$ cat src/hw/rtl/cabh_pkg.sv
package cabh_pkg;

  localparam int unsigned MaxFrames = 16;
  localparam int unsigned IdxW      = $clog2(MaxFrames);
  localparam int unsigned AngleW    = 13;
  localparam int unsigned DistW     = 12;
  localparam int unsigned CountW    = 5;

  localparam logic [14:0] FullTurn    = 15'd5760;
  localparam logic [14:0] TwoTurns    = 15'd11520;
  localparam logic [14:0] HalfTurn    = 15'd2880;
  localparam logic [14:0] TurnAndHalf = 15'd8640;
  localparam int unsigned FrameStep   = 360;

  typedef enum logic {
    OP_WRITE = 1'b0,
    OP_VIEW  = 1'b1
  } op_e;

  typedef enum logic [2:0] {
    CFG_NUM_FRAMES   = 3'd0,
    CFG_MIRRORING    = 3'd1,
    CFG_ANGLE_OFFSET = 3'd2,
    CFG_HYSTERESIS   = 3'd3,
    CFG_MIN_SPEED    = 3'd4
  } cfg_idx_e;

  typedef struct packed {
    logic        operation;
    logic [12:0] view_angle;
    logic [11:0] speed;
    logic [3:0]  entry_index;
    logic [12:0] entry_angle;
  } in_item_t;

  typedef struct packed {
    logic [3:0] frame_index;
    logic       flip;
  } out_item_t;

  typedef struct packed {
    logic              en;
    logic [IdxW-1:0]   addr;
    logic [AngleW-1:0] data;
  } tbl_wr_t;

  // Angle held by an entry that was never written.
  function automatic logic [AngleW-1:0] reset_angle(input logic [IdxW-1:0] idx);
    logic [31:0] prod;
    prod = 32'(idx) * 32'(FrameStep);
    return prod[AngleW-1:0];
  endfunction

  // Circular distance, 0..half turn; a is below a turn, b may be any 13-bit code.
  function automatic logic [DistW-1:0] circ_dist(input logic [AngleW-1:0] a,
                                                 input logic [AngleW-1:0] b);
    logic [14:0] t;
    logic [14:0] m;
    logic [14:0] d;
    t = 15'(a) + TurnAndHalf - 15'(b);
    if (t >= TwoTurns) begin
      m = t - TwoTurns;
    end else if (t >= FullTurn) begin
      m = t - FullTurn;
    end else begin
      m = t;
    end
    d = (m >= HalfTurn) ? (m - HalfTurn) : (HalfTurn - m);
    return d[DistW-1:0];
  endfunction

endpackage

$ cat src/hw/rtl/cabh_table.sv
module cabh_table (
  input  logic                           clk_i,
  input  logic                           rst_ni,
  input  cabh_pkg::tbl_wr_t              wr_i,
  input  logic [cabh_pkg::IdxW-1:0]      rd_addr_i,
  output logic [cabh_pkg::AngleW-1:0]    rd_data_o
);
  import cabh_pkg::*;

  logic [AngleW-1:0]  mem_q [MaxFrames];
  logic [MaxFrames-1:0] valid_q;
  logic [AngleW-1:0]  rd_q;
  logic               rd_valid_q;
  logic [IdxW-1:0]    rd_addr_q;

  always_ff @(posedge clk_i) begin
    if (wr_i.en) begin
      mem_q[wr_i.addr] <= wr_i.data;
    end
    rd_q <= mem_q[rd_addr_i];
  end

  always_ff @(posedge clk_i or negedge rst_ni) begin
    if (!rst_ni) begin
      valid_q    <= '0;
      rd_valid_q <= 1'b0;
      rd_addr_q  <= '0;
    end else begin
      if (wr_i.en) begin
        valid_q[wr_i.addr] <= 1'b1;
      end
      rd_valid_q <= valid_q[rd_addr_i];
      rd_addr_q  <= rd_addr_i;
    end
  end

  // Unwritten entries read as their reset angle.
  assign rd_data_o = rd_valid_q ? rd_q : reset_angle(rd_addr_q);

endmodule

$ cat src/hw/rtl/circular_angle_bin_hysteresis_core.sv
// Sequence: a view sample passes through a prep step, a scan of the N searched
//   entries (N being the entry count), a fetch of the current entry and the load
//   of the output register; the fetch of the current entry is skipped when the
//   current frame lies outside the searched range. A stalled output holds the sample.
// Input: stalled until a view sample is through the output step; a table write or
//   a slow sample is taken without leaving idle. The table has a single read port.
// Reset: table reads back i*360, current frame 0, entry count 16, other config registers 0.
module circular_angle_bin_hysteresis_core (
  input  logic                  clk_i,
  input  logic                  rst_ni,
  input  logic                  cfg_valid_i,
  output logic                  cfg_ready_o,
  input  logic [2:0]            cfg_index_i,
  input  logic [12:0]           cfg_data_i,
  input  logic                  in_valid_i,
  output logic                  in_stall_o,
  input  cabh_pkg::in_item_t    in_item_i,
  output logic                  out_valid_o,
  input  logic                  out_stall_i,
  output cabh_pkg::out_item_t   out_item_o
);
  import cabh_pkg::*;

  // One-hot sequencer: prep computes the angle, scan walks the table,
  // cur fetches the current entry for the hysteresis test, out hands off.
  typedef enum logic [4:0] {
    S_IDLE = 5'b00001,
    S_PREP = 5'b00010,
    S_SCAN = 5'b00100,
    S_CUR  = 5'b01000,
    S_OUT  = 5'b10000
  } state_e;

  state_e state_q, state_d;

  // Configuration registers.
  logic [CountW-1:0]        nframes_q;
  logic                     mirroring_q;
  logic signed [AngleW-1:0] angle_offset_q;
  logic [7:0]               hysteresis_q;
  logic [7:0]               min_speed_q;

  // Working registers of one sample.
  logic [AngleW-1:0] view_q, view_d;
  logic [AngleW-1:0] angle_q, angle_d;
  logic              flip_q, flip_d;
  logic [IdxW-1:0]   idx_q, idx_d;
  logic [DistW-1:0]  best_q, best_d;
  logic [IdxW-1:0]   cand_q, cand_d;
  logic [IdxW-1:0]   cur_q, cur_d;

  // Output register.
  logic      out_valid_q, out_valid_d;
  out_item_t out_item_q, out_item_d;

  // Table port.
  tbl_wr_t           tbl_wr;
  logic [IdxW-1:0]   rd_addr;
  logic [AngleW-1:0] rd_data;

  logic              in_acc;
  logic [CountW-1:0] count_eff;
  logic              last;
  logic signed [14:0] sum;
  logic [14:0]       wrapped;
  logic [DistW-1:0]  entry_gap;
  logic              take;
  logic [IdxW-1:0]   next_cand;
  logic [12:0]       margin;

  assign cfg_ready_o = 1'b1;
  assign in_stall_o  = (state_q != S_IDLE);
  assign in_acc      = in_valid_i && !in_stall_o;
  assign out_valid_o = out_valid_q;
  assign out_item_o  = out_item_q;

  // Config writes; codes outside the list are dropped.
  always_ff @(posedge clk_i or negedge rst_ni) begin
    if (!rst_ni) begin
      nframes_q      <= CountW'(MaxFrames);
      mirroring_q    <= 1'b0;
      angle_offset_q <= '0;
      hysteresis_q   <= '0;
      min_speed_q    <= '0;
    end else if (cfg_valid_i && cfg_ready_o) begin
      unique case (cfg_index_i)
        CFG_NUM_FRAMES:   nframes_q      <= cfg_data_i[CountW-1:0];
        CFG_MIRRORING:    mirroring_q    <= cfg_data_i[0];
        CFG_ANGLE_OFFSET: angle_offset_q <= $signed(cfg_data_i);
        CFG_HYSTERESIS:   hysteresis_q   <= cfg_data_i[7:0];
        CFG_MIN_SPEED:    min_speed_q    <= cfg_data_i[7:0];
        default: ;
      endcase
    end
  end

  // Clamp the entry count to 1..MaxFrames.
  always_comb begin
    if (nframes_q == '0) begin
      count_eff = CountW'(1);
    end else if (nframes_q > CountW'(MaxFrames)) begin
      count_eff = CountW'(MaxFrames);
    end else begin
      count_eff = nframes_q;
    end
  end

  assign last = ({1'b0, idx_q} == (count_eff - CountW'(1)));

  // View angle plus offset, reduced into one turn.
  always_comb begin
    sum = $signed({2'b00, view_q}) + 15'(angle_offset_q);
    if (sum < 0) begin
      wrapped = 15'(sum) + FullTurn;
    end else if (15'(sum) >= TwoTurns) begin
      wrapped = 15'(sum) - TwoTurns;
    end else if (15'(sum) >= FullTurn) begin
      wrapped = 15'(sum) - FullTurn;
    end else begin
      wrapped = 15'(sum);
    end
  end

  cabh_table u_table (
    .clk_i     (clk_i),
    .rst_ni    (rst_ni),
    .wr_i      (tbl_wr),
    .rd_addr_i (rd_addr),
    .rd_data_o (rd_data)
  );

  assign entry_gap = circ_dist(angle_q, rd_data);
  // Strict compare keeps the lowest index on ties.
  assign take      = (idx_q == '0) || (entry_gap < best_q);
  assign next_cand = take ? idx_q : cand_q;
  assign margin    = 13'(best_q) + 13'(hysteresis_q);

  always_comb begin
    state_d     = state_q;
    view_d      = view_q;
    angle_d     = angle_q;
    flip_d      = flip_q;
    idx_d       = idx_q;
    best_d      = best_q;
    cand_d      = cand_q;
    cur_d       = cur_q;
    out_valid_d = out_valid_q;
    out_item_d  = out_item_q;
    tbl_wr      = '0;
    rd_addr     = '0;

    // Drop the item once the consumer takes it.
    if (out_valid_q && !out_stall_i) begin
      out_valid_d = 1'b0;
    end

    unique case (state_q)
      S_IDLE: begin
        if (in_acc) begin
          if (in_item_i.operation == OP_WRITE) begin
            tbl_wr.en   = 1'b1;
            tbl_wr.addr = in_item_i.entry_index;
            tbl_wr.data = in_item_i.entry_angle;
          end else if (in_item_i.speed >= 12'(min_speed_q)) begin
            view_d  = in_item_i.view_angle;
            state_d = S_PREP;
          end
        end
      end
      S_PREP: begin
        // Reflect above half a turn when mirroring; fetch entry 0.
        if (mirroring_q && (wrapped > HalfTurn)) begin
          angle_d = AngleW'(FullTurn - wrapped);
          flip_d  = 1'b1;
        end else begin
          angle_d = wrapped[AngleW-1:0];
          flip_d  = 1'b0;
        end
        idx_d   = '0;
        rd_addr = '0;
        state_d = S_SCAN;
      end
      S_SCAN: begin
        if (take) begin
          best_d = entry_gap;
        end
        cand_d = next_cand;
        if (last) begin
          if ({1'b0, cur_q} >= count_eff) begin
            // Current entry outside the searched range: switch at once.
            cur_d   = next_cand;
            state_d = S_OUT;
          end else begin
            rd_addr = cur_q;
            state_d = S_CUR;
          end
        end else begin
          idx_d   = idx_q + IdxW'(1);
          rd_addr = idx_q + IdxW'(1);
        end
      end
      S_CUR: begin
        // Switch only when the nearest entry wins by more than the hysteresis.
        if (margin < 13'(entry_gap)) begin
          cur_d = cand_q;
        end
        state_d = S_OUT;
      end
      S_OUT: begin
        if (!out_valid_q || !out_stall_i) begin
          out_valid_d            = 1'b1;
          out_item_d.frame_index = cur_q;
          out_item_d.flip        = flip_q;
          state_d                = S_IDLE;
        end
      end
      default: state_d = S_IDLE;
    endcase
  end

  always_ff @(posedge clk_i or negedge rst_ni) begin
    if (!rst_ni) begin
      state_q     <= S_IDLE;
      cur_q       <= '0;
      out_valid_q <= 1'b0;
    end else begin
      state_q     <= state_d;
      cur_q       <= cur_d;
      out_valid_q <= out_valid_d;
    end
  end

  always_ff @(posedge clk_i) begin
    view_q     <= view_d;
    angle_q    <= angle_d;
    flip_q     <= flip_d;
    idx_q      <= idx_d;
    best_q     <= best_d;
    cand_q     <= cand_d;
    out_item_q <= out_item_d;
  end

endmodule

$ cat config.mk
export PLATFORM = sky130hd
export DESIGN_NAME = circular_angle_bin_hysteresis_core
export DESIGN_NICKNAME = d
export VERILOG_FILES = /design/src/hw/rtl/cabh_pkg.sv /design/src/hw/rtl/cabh_table.sv /design/src/hw/rtl/circular_angle_bin_hysteresis_core.sv
export SDC_FILE = /design/constraint.sdc
export NUM_CORES = 1
export LEC_CHECK = 0
export ABC_AREA = 1
export BUFFER_PORTS_ARGS = -buffer_cell sky130_fd_sc_hd__buf_2
export CELL_PAD_IN_SITES_DETAIL_PLACEMENT = 0
export CELL_PAD_IN_SITES_GLOBAL_PLACEMENT = 1
export CORE_ASPECT_RATIO = 1.5
export CORE_MARGIN = 3
export CORE_UTILIZATION = 46
export CTS_BUF_LIST = sky130_fd_sc_hd__clkbuf_4
export CTS_CLUSTER_SIZE = 16
export DETAILED_ROUTE_END_ITERATION = 10
export PLACE_DENSITY_LB_ADDON = 0.15
export SLEW_MARGIN = 5
export SYNTH_ARGS = -nofsm -noshare
export SYNTH_HDL_FRONTEND = slang
export SYNTH_SLANG_ARGS = --single-unit
export TNS_END_PERCENT = 30
$ cat constraint.sdc
create_clock -name clk_i -period 7.5 [get_ports clk_i]
set_input_delay 0.375 -clock clk_i [delete_from_list [all_inputs] [get_ports clk_i]]
set_output_delay 0.375 -clock clk_i [all_outputs]
set_load 0.005 [all_outputs]
==> out/metrics.yaml <==
met3_usage: 0.0393
fp.dieH_um: 252
h-tree-depth: 3
worstMarginPinSlew_ps: 1190
post-place-ws_ps: -62.0
finalSetupViolations: 0
gr-usage-met2: 0.436
critPathCaptureType: "flop"
drc: 0
worstReg2RegStart: "u_table.rd_addr_q[2]"
rr_worst_depth: 49
clkSlewWorstSetupHoldPaths_ps: 80
period_share: 0.966
hold_violations: 0
netlist_area_um2: 18500
n_fill_cell: 3626
regToRegSetupSlack_ps: 260
fp.coreArea_um2: 39500
routabilityCongestion: 0.840
synth_nets: 2152
cp-start-kind: "flop"
portBuffers: 70
wl_um: 49100
track_usage: 0.229
vias: 14200
fmax_mhz: 138
initial_core_util: 0.469
fin_worst_skew_ps: 44.3
min_path_type: "in -> reg"
fp.dieW_um: 170
setup_slack_ps: 258
wl_per_cell_um: 18.0
cts_buffer_depth: 3
rsz0062_at_grt: "true"
synth-seq-cells: 339
pin_count: 72
synth_seq_area_share: 0.525
layout.nets: 2344
hpwl_um: 33400
crit_type: "reg -> reg"
cts_root_buf: "clkbuf_4"
required_ps: 7970
grt_util_met1: 0.246
timing.final.crit_period_ps: 7240
drtPass1Iterations: 5
slowest_stage: "fa_1"
globalRoute.busiestLayer: "met2"
drv_cap: 0
drive_gt1_frac: 0.191
critPathMostFrequentCell: "nand2_1"
worstSetupEndpoint: "best_q[10]"
setup_tns_ps: 0
yosysWarningCount: 0
dieArea_um2: 42800
syn_to_final_growth_pct: 16.7
yosysTopAreaCell: "edfxtp_1"
tritoncts: "built"
status: "finished clean"
grt_pass1_vias: 14400
antenna_found_initial: 2
clock-sinks: 339
path_max_fanout: 8
overflow: 0
synth_cell_types: 60
syn-mean-instance-area_um2: 9.39
row_count: 89
ant_nets: 0
yosys-top-cells-area: "edfxtp_1, dfrtp_1, ha_1"
crit_arrival_ps: 7710
crit_start: "u_table.rd_addr_q[2]"
grt_pass1_wl_um: 76000
slowest_delay_ps: 550
drtIter0Drc: 721
vias_per_cell: 5.19
cts_buffers: 82
drv_slew: 0
slew_headroom: 0.200
clock_latency_ps: 770
grt_max_degree: 93
synth_top_area_frac: 0.421
regToRegEndpoint: "best_q[10]"
synthCells: 1973
state kept, by name, summed over array words and instances, names as in the netlist, 8 cells and up:
| name | cells |
|---|---|
| angle_q | 13 |
| u_table.valid_q | 16 |
| u_table.rd_q | 13 |
| min_speed_q | 8 |
| best_q | 12 |
| angle_offset_q | 13 |
| view_q | 13 |
| hysteresis_q | 8 |
| u_table.mem_q | 208 |
cell usage after synthesis (all sizes together):
| cell | instances |
|---|---|
| inv | 233 |
| mux2i | 4 |
| o311ai | 1 |
| nor3 | 16 |
| buf | 13 |
| xor2 | 45 |
| a21boi | 2 |
| o31ai | 1 |
| or2 | 15 |
| a221oi | 1 |
| conb | 1 |
| nand3b | 6 |
| mux2 | 5 |
| ha | 110 |
| o211ai | 57 |
| a211oi | 1 |
| nor4 | 2 |
| xnor2 | 14 |
| a31oi | 6 |
| and3 | 1 |
| o21ai | 185 |
| fa | 5 |
| o21bai | 4 |
| nand3 | 125 |
| nand4 | 26 |
| a2111o | 1 |
| a21o | 4 |
| a22oi | 1 |
| o221ai | 2 |
| dfrtp | 64 |
| nand2 | 375 |
| and2 | 2 |
| nor2 | 264 |
| o2111ai | 1 |
| o21a | 3 |
| dfxtp | 13 |
| edfxtp | 260 |
| or3 | 1 |
| clkbuf | 44 |
| a21oi | 56 |
| dfstp | 2 |
| o22ai | 1 |
metal layers:
layer | up-vias | part of all wire
met5 | - | 0
met4 | 0 | 0.037
met3 | 108 | 0.040
li1 | 7115 | -
met2 | 298 | 0.55
met1 | 6665 | 0.37
cells by family (layout without fill, tap and decap cells):
group,after synthesis,in the layout,share of synthesized area
buffers and inverters,290,547,0.0598
other,1,3,0.000202
XOR/XNOR,59,59,0.0287
flip-flops,339,339,0.525
multiplexers,9,9,0.00520
AND/OR/NAND/NOR,833,834,0.199
AO/OA/AOI/OAI,327,327,0.103
adder cells (fa/ha/maj),115,115,0.0797
worst max-delay path: cells and delay by family (launching register included):
family / cells / cell delay [ps]
simple gates: 27 / 2420
compound gates: 9 / 1390
buf+inv: 5 / 590
flops: 1 / 420
xor+xnor: 2 / 360
fa+ha+maj: 6 / 1750
worst min path at each step:
| stage | startpoint | end | slack, ps | depth (start not counted) |
|---|---|---|---|---|
| detailed placement | u_table.valid_q[0] | u_table.valid_q[0] | 450 | 1 |
| global placement | u_table.valid_q[13] | u_table.valid_q[13] | 440 | 2 |
| floorplan | rst_ni | angle_offset_q[0] | 80 | 0 |
| finish | cfg_data_i[2] | angle_offset_q[2] | 90 | 3 |
| global route | cfg_data_i[2] | angle_offset_q[2] | 50 | 3 |
| CTS | cfg_data_i[2] | angle_offset_q[2] | 0.8 | 3 |
layout by cell type, fill, tap and decap left out, types with 25 or more instances in the layout:
| master | netlist | final |
|---|---|---|
| a21oi_1 | 54 | 46 |
| buf_2 | 0 | 69 |
| buf_4 | 1 | 55 |
| clkbuf_4 | 0 | 116 |
| dfrtp_1 | 64 | 64 |
| dlygate4sd3_1 | 0 | 32 |
| edfxtp_1 | 260 | 260 |
| ha_1 | 110 | 99 |
| inv_1 | 215 | 212 |
| nand2_1 | 344 | 326 |
| nand2_2 | 24 | 35 |
| nand3_1 | 114 | 109 |
| nand4_1 | 25 | 25 |
| nor2_1 | 253 | 243 |
| o211ai_1 | 57 | 57 |
| o21ai_0 | 176 | 170 |
| xor2_1 | 43 | 42 |
final cells by class:
cell class	count	area, µm²	area share
antenna	2	5.00	0.000231
clock buffer	116	871	0.0403
clock inverter	34	175	0.00810
inverter	233	880	0.0407
multi-input combinational	1345	8140	0.376
sequential	339	9720	0.449
tap	500	626	0.0289
timing repair buffer	164	1210	0.0559
repair_timing:
| item | in CTS | in global routing |
|---|---|---|
| gates cloned | 0 | 2 |
| buffers inserted | 2 | 26 |
| endpoints found under the setup margin | 16 | 20 |
| resized for setup | 4 | 88 |
| hold endpoints to repair | 107 | 0 |
| pin swaps | 0 | 57 |
| hold buffers | 32 | 0 |
through the flow:
stage	utilization	hold WS [ps]	area [µm²]	cells
after floorplan	-	79.4	18500	1973
after global placement	0.496	443	19600	2519
after detailed placement	0.496	448	19600	2519
after CTS	0.531	0.769	21000	2703
after global routing	0.547	48.1	21600	2733
final	0.547	88.8	21600	2733
Power is not shown: default switching activity piles up to over one toggle a cycle in this logic, so the estimate is an artifact.
